## src/rtl/core/vln_pkg.sv

```systemverilog
// ----------------------------------------------------------------------------
// vln_pkg
// Widths, command codes, pipeline depths and the saturation helper shared by
// the vector length and normalisation block.
// ----------------------------------------------------------------------------
package vln_pkg;

   localparam int FRAC_BITS  = 16;
   localparam int DATA_W     = 32;
   localparam int CMD_W      = 2;
   localparam int SUM_W      = 64;
   localparam int LANES      = 3;
   localparam int ROOT_STEPS = 32;
   // Quotient bits kept by the divider; anything above is flagged as overflow.
   localparam int DIV_STEPS  = 33;
   // Registers from the lane entry register up to the arrival of the length:
   // the square register, the sum register and one per root step.
   localparam int DELAY_STAGES = ROOT_STEPS + 2;
   // Valid bits from the input register up to the last divider step.
   localparam int PIPE_DEPTH = 1 + DELAY_STAGES + DIV_STEPS;

   localparam logic [CMD_W-1:0] CMD_LENGTH     = 2'd0;
   localparam logic [CMD_W-1:0] CMD_NORMALIZE  = 2'd1;
   localparam logic [CMD_W-1:0] CMD_SET_LENGTH = 2'd2;
   localparam logic [CMD_W-1:0] CMD_SCALE      = 2'd3;

   typedef struct packed {
      logic [DATA_W-1:0] value;
      logic              sat;
   } lane_result_type;

   // Applies a sign to a magnitude and clips it to the signed 32-bit range.
   function automatic lane_result_type sat_apply(input logic neg, input logic [63:0] mag,
                                                 input logic ovf);
      lane_result_type r;
      logic            big;
      big = ovf || (neg ? (mag > 64'h0000_0000_8000_0000)
                        : (mag > 64'h0000_0000_7FFF_FFFF));
      r.sat = big;
      if (neg) begin
         r.value = big ? 32'h8000_0000 : (32'd0 - mag[DATA_W-1:0]);
      end else begin
         r.value = big ? 32'h7FFF_FFFF : mag[DATA_W-1:0];
      end
      return r;
   endfunction

endpackage

```

## src/rtl/core/vln_sqrt.sv

```systemverilog
// ----------------------------------------------------------------------------
// vln_sqrt
// Sums the three lane squares and takes the integer square root, one root
// bit per pipeline stage.
// ----------------------------------------------------------------------------
module vln_sqrt import vln_pkg::*; (
   input  logic              clock,
   input  logic              en,
   input  logic [SUM_W-1:0]  square [LANES],
   output logic [DATA_W-1:0] vec_len
);

   logic [SUM_W-1:0]  sum_ff;
   logic [SUM_W-1:0]  sum_in;
   logic [SUM_W-1:0]  rem_ff  [ROOT_STEPS];
   logic [SUM_W-1:0]  rem_in  [ROOT_STEPS];
   logic [DATA_W-1:0] root_ff [ROOT_STEPS];
   logic [DATA_W-1:0] root_in [ROOT_STEPS];

   // Sum of squares; three values of at most 2^62 fit in 64 bits.
   assign sum_in = square[0] + square[1] + square[2];

   always_ff @(posedge clock) begin
      if (en) begin
         sum_ff <= sum_in;
      end
   end

   // Each step tries to set the next lower root bit.
   for (genvar s = 0; s < ROOT_STEPS; s++) begin : g_step
      logic [SUM_W-1:0]  rem_cur;
      logic [DATA_W-1:0] root_cur;
      logic [SUM_W:0]    trial;

      if (s == 0) begin : g_first
         assign rem_cur  = sum_ff;
         assign root_cur = '0;
      end else begin : g_next
         assign rem_cur  = rem_ff[s-1];
         assign root_cur = root_ff[s-1];
      end

      always_comb begin
         trial = ({{(SUM_W+1-DATA_W){1'b0}}, root_cur} << (ROOT_STEPS - s))
               + ((SUM_W+1)'(1) << (2 * (ROOT_STEPS - 1 - s)));
         if ({1'b0, rem_cur} >= trial) begin
            rem_in[s]  = rem_cur - trial[SUM_W-1:0];
            root_in[s] = root_cur | (DATA_W'(1) << (ROOT_STEPS - 1 - s));
         end else begin
            rem_in[s]  = rem_cur;
            root_in[s] = root_cur;
         end
      end

      always_ff @(posedge clock) begin
         if (en) begin
            rem_ff[s]  <= rem_in[s];
            root_ff[s] <= root_in[s];
         end
      end
   end

   assign vec_len = root_ff[ROOT_STEPS-1];

endmodule

```

## config.mk

```make
export PLATFORM = sky130hd
export DESIGN_NAME = vln_sqrt
export DESIGN_NICKNAME = d
export VERILOG_FILES = /design/src/rtl/core/vln_pkg.sv /design/src/rtl/core/vln_sqrt.sv
export SDC_FILE = /design/constraint.sdc
export NUM_CORES = 2
export LEC_CHECK = 0
export ABC_CLOCK_PERIOD_IN_PS = 3900
export BUFFER_PORTS_ARGS = -buffer_cell sky130_fd_sc_hd__buf_2
export CAP_MARGIN = 10
export CORE_ASPECT_RATIO = 1.4
export CORE_MARGIN = 8
export CORE_UTILIZATION = 50
export DETAILED_ROUTE_END_ITERATION = 12
export GPL_TIMING_DRIVEN = 0
export PLACE_DENSITY_LB_ADDON = 0.25
export SLEW_MARGIN = 20
export SYNTH_ARGS = -nofsm -noshare
export SYNTH_HDL_FRONTEND = slang
export SYNTH_SLANG_ARGS = --single-unit
```

## constraint.sdc

```tcl
create_clock -name clock -period 3.9 [get_ports clock]
set_clock_uncertainty 0.1 [all_clocks]
set_input_delay 0.585 -clock clock [delete_from_list [all_inputs] [get_ports clock]]
set_output_delay 0.585 -clock clock [all_outputs]
set_load 0.02 [all_outputs]
```

==> impl_summary.log <==
[metrics] synth warn: 0
[metrics] count of final max-slew check failures: 0
[metrics] type of the worst setup path: flip-flop to flip-flop
[metrics] summed instance area of the synthesized netlist: between 0.1 and 0.15 sq mm
[metrics] fraction of final layout cells sized beyond drive strength 1: about an eighth
[metrics] sink count of the clock tree: 2576
[metrics] status: finished with violations
[metrics] maximum number of pins on one net before global-route repair: between 150 and 200
[metrics] number of global-route vias before repair: 82447
[metrics] Fmax: roughly 240 MHz
[metrics] count of TritonRoute iterations in the first routing pass: 8
[metrics] footprint of the flip-flops and latches: 0.0774 sq mm
[metrics] floorplan die area: 0.270 sq mm
[metrics] count of buffer and inverter cells on the critical path: 1
[metrics] count of buffers inserted at the top-level ports: ~230
[metrics] CP Cell Sequence: or4_4 > or4_4 > or4b_4 > or3_4 > or3_4 > nor4_4 > o211ai_4 > and2_4 > nand3_4 > buf_6 > nor4_2 > xor2_1
[metrics] Initial Utilization: between 50% and 60%
[metrics] antenna violations before repair: 5
[metrics] GRT Max-Usage Layer: met2
[metrics] Hold Crit Class: input pin to flip-flop
[metrics] remaining max-slew budget at the tightest pin: around a quarter
[metrics] Hold Fails Final Rpt: 0
[metrics] peak fanout along the critical path: 7
[metrics] origin of the worst min-delay path: square[129]
[metrics] count of boundary I/O pins: 226
[metrics] worst-case setup margin in the final layout: -0.288 ns
[metrics] violation count after the first detailed-routing iteration: 6877
[metrics] level count of the clock H-tree: 4
[metrics] Power Density: 579 mW/mm^2
[metrics] start of the worst register-to-register path: rem_ff[1][818]
[metrics] RSZ-0062 raised after global routing: yes
[metrics] wire per inst: 23.0 um
[metrics] violated checks: setup timing
[metrics] sequential element share of the synthesized area: about 60%
[metrics] number of vias per cell: approximately 5.8
[metrics] critical path capture point type: flip-flop
[metrics] number of placement rows: around 220
[metrics] Die W: between 400 and 500 um
[metrics] core area: between 0.2 and 0.3 sq mm
[metrics] max-capacitance violation count: 0
[metrics] count of antenna-violating nets left after detailed routing: 0
[metrics] most frequent cells in the layout: sky130_fd_sc_hd__edfxtp_1 (2576), sky130_fd_sc_hd__inv_1 (715), sky130_fd_sc_hd__nor2_1 (669)
[metrics] CTS root buffer: sky130_fd_sc_hd__clkbuf_16
[metrics] post-route fraction of the period consumed by the critical path: 107%
[metrics] multi-input gate area in the final layout: between 0.04 and 0.05 sq mm
[metrics] gr ovfl total: 0
[metrics] final critical delay including setup and external delays: ~4.2 ns
[metrics] DPL Wire Length: 246000 um
[metrics] post-synthesis average cell area: 12.5 sq um
[metrics] data arrival time of the critical path: around 4.8 ns
[metrics] global-route track usage on met1: about 28%
[metrics] overall die height: roughly 610 um
[metrics] Routability Congestion: around 0.97
[metrics] worst slack on hold paths: between 0.09 and 0.1 ns
[metrics] endpoint required time on the critical path: roughly 4.5 ns
[metrics] total number of vias: 83142
[metrics] IR drop worst, VDD: 0.445 mV
[metrics] final setup fails: 80
[metrics] final-layout fill cell count: ~20000
[metrics] drt drc: 0
[metrics] count of flip-flops with a built-in enable after synthesis: 2576
[metrics] number of unique standard cell types used by synthesis: between 80 and 90
[metrics] async set or reset register ratio after synthesis: 0%
[metrics] Inserted Clock Buffers: between 200 and 250
[metrics] measured slew at the worst slew-check pin: between 1 and 1.5 ns
[metrics] TritonCTS clock tree: done
[metrics] net count after synthesis: 11018
[metrics] primary flip-flop cell chosen by synthesis mapping: sky130_fd_sc_hd__edfxtp_1
[metrics] synthesized netlist cell count: about 10000
[metrics] GRT Util Overall: a little under a quarter
[metrics] start point of the critical path: rem_ff[1][818]
[metrics] met3 layer usage reported by global route: between 3 and 4%
[metrics] most common library cell in the layout ignoring fill and taps: sky130_fd_sc_hd__edfxtp_1
[metrics] leak pwr: approximately 0.056 uW
[metrics] met2 demand-to-capacity share in global routing: between 40 and 50%
[metrics] library cell contributing the largest single delay on the critical path: sky130_fd_sc_hd__or4_4
[metrics] post-detailed-routing wire length: between 300000 and 400000 um
[metrics] number of nets at the end of the flow: between 10000 and 15000
[metrics] delay contributed by the slowest stage of the critical path: 0.55 ns
[metrics] Setup crit start kind: flip-flop
[metrics] category of cells accounting for the largest share of critical-path delay: simple AND/OR/NAND/NOR gates
[metrics] clock transition at the registers of the reported paths: around 0.06 ns
[metrics] total chip power: roughly 84000 uW
[metrics] Area growth, synth to finish: 14.7%
[metrics] number of register bits inferred by synthesis: roughly 2600
[metrics] Longest Clk Path Bufs: 4
[metrics] global-route wire length before repair: 491000 um
[metrics] clk_lat worst skew: 0.91 ns
-- repair_timing --
action                                  CTS  global route
endpoints found under the hold margin    59             0
pin swaps                                70           116
resized for setup                       437           285
setup buffers                            90            85
endpoints found under the setup margin  959           586
gates cloned                              5             2
hold buffers                              1             0
-- report_power, final --
part           leakage [uW]  internal [uW]  switching [uW]
Clock               0.00399          13900           10600
Combinational        0.0267           8730           11800
Sequential           0.0248          35800            3370
Total                0.0555          58400           25800
-- area by class of cell --
type / instances / area share, %
antenna: 3 / 0.00516
buffer: 178 / 0.652
clock buffer: 292 / 4.44
clock inverter: 163 / 1.21
inverter: 721 / 1.86
multi-input combinational: 6627 / 33.5
sequential: 2576 / 53.2
tap: 3300 / 2.84
timing repair buffer: 429 / 2.30
-- worst register-to-register path, cell delays in order, from the launching register on --
cell,delay (ns)
sky130_fd_sc_hd__edfxtp_1,0.41
sky130_fd_sc_hd__or4_4,0.55
sky130_fd_sc_hd__or4_4,0.46
sky130_fd_sc_hd__or4b_4,0.50
sky130_fd_sc_hd__or3_4,0.35
sky130_fd_sc_hd__or3_4,0.36
sky130_fd_sc_hd__nor4_4,0.32
sky130_fd_sc_hd__o211ai_4,0.19
sky130_fd_sc_hd__and2_4,0.23
sky130_fd_sc_hd__nand3_4,0.14
sky130_fd_sc_hd__buf_6,0.14
sky130_fd_sc_hd__nor4_2,0.04
sky130_fd_sc_hd__xor2_1,0.14
-- layer usage --
layer  part of all wire (%)  up-vias  routed length, um
met4                    4.8        0              15900
met1                     39    40960             127000
met5                      0        -                  0
met2                     51     2415             169000
met3                    5.0      660              16500
li1                       -    39107                  -
-- metrics by stage --
stage	worst slack, ns	cell area, sq um	instances	TNS, ns	utilization, %
4_1_cts	-0.232	144000	14224	-6.56	57.0
6_report	-0.288	145000	14289	-12.68	57.7
3_3_place_gp	-37.43	132000	13665	-	52.4
2_1_floorplan	-0.0177	127000	10140	-0.0213	-
5_1_grt	-0.367	145000	14287	-21.25	57.7
3_5_place_dp	-1.34	133000	13688	-856.44	52.6
-- final timing paths --
kind	endpoint	slack (ns)	depth (start not counted)
setup / recovery	rem_ff[1][885]	-0.29	12
hold / removal	g_step[0].rem_cur[1]	0.1	3
setup reg to reg	rem_ff[1][885]	-0.29	12
hold reg to reg	rem_ff[0][779]	0.28	0
-- synth_stat cells, types with 38 or more instances --
library cell	n	area, sq um
sky130_fd_sc_hd__xor2_1	383	3350
sky130_fd_sc_hd__o21bai_1	63	473
sky130_fd_sc_hd__nand2_1	565	2120
sky130_fd_sc_hd__nand3_1	187	936
sky130_fd_sc_hd__nand4_1	173	1080
sky130_fd_sc_hd__and2_1	40	250
sky130_fd_sc_hd__nor3_1	264	1320
sky130_fd_sc_hd__fa_1	64	1280
sky130_fd_sc_hd__edfxtp_1	2576	77400
sky130_fd_sc_hd__o31ai_1	38	285
sky130_fd_sc_hd__or3_1	90	563
sky130_fd_sc_hd__nor2_1	711	2670
sky130_fd_sc_hd__o21a_1	119	893
sky130_fd_sc_hd__nor2b_1	83	519
sky130_fd_sc_hd__a21oi_1	722	3610
sky130_fd_sc_hd__inv_1	720	2700
sky130_fd_sc_hd__or4_1	44	330
sky130_fd_sc_hd__a21o_1	343	2570
sky130_fd_sc_hd__mux2_2	112	1260
sky130_fd_sc_hd__or2_2	46	288
sky130_fd_sc_hd__xnor2_1	542	4750
sky130_fd_sc_hd__nor4b_1	43	377
sky130_fd_sc_hd__and3_1	53	332
sky130_fd_sc_hd__clkbuf_1	185	694
sky130_fd_sc_hd__a211oi_1	50	375
sky130_fd_sc_hd__o21ai_0	387	1940
sky130_fd_sc_hd__ha_1	620	7760
sky130_fd_sc_hd__nand2b_1	122	763
sky130_fd_sc_hd__a31oi_1	55	344
sky130_fd_sc_hd__nor4_1	336	2100
-- state kept, by name, summed over array words and instances (netlist names) --
| register | flops |
|---|---|
| root_ff | 528 |
| rem_ff | 1984 |
| g_step.rem_cur | 64 |
-- kinds of logic (layout without fill, tap and decap cells) --
kind of cell    Yosys count  after routing  share of synthesized area (%)
compound gates         2016           2016                           9.92
xor+xnor                925            925                           6.39
buf+inv                 937           1783                           2.80
flops                  2576           2576                           61.1
simple gates           2883           2883                           11.6
other cells               0              3                              0
fa+ha+maj               684            684                           7.13
mux                     119            119                           1.05
(Power assumes the default switching activity.)
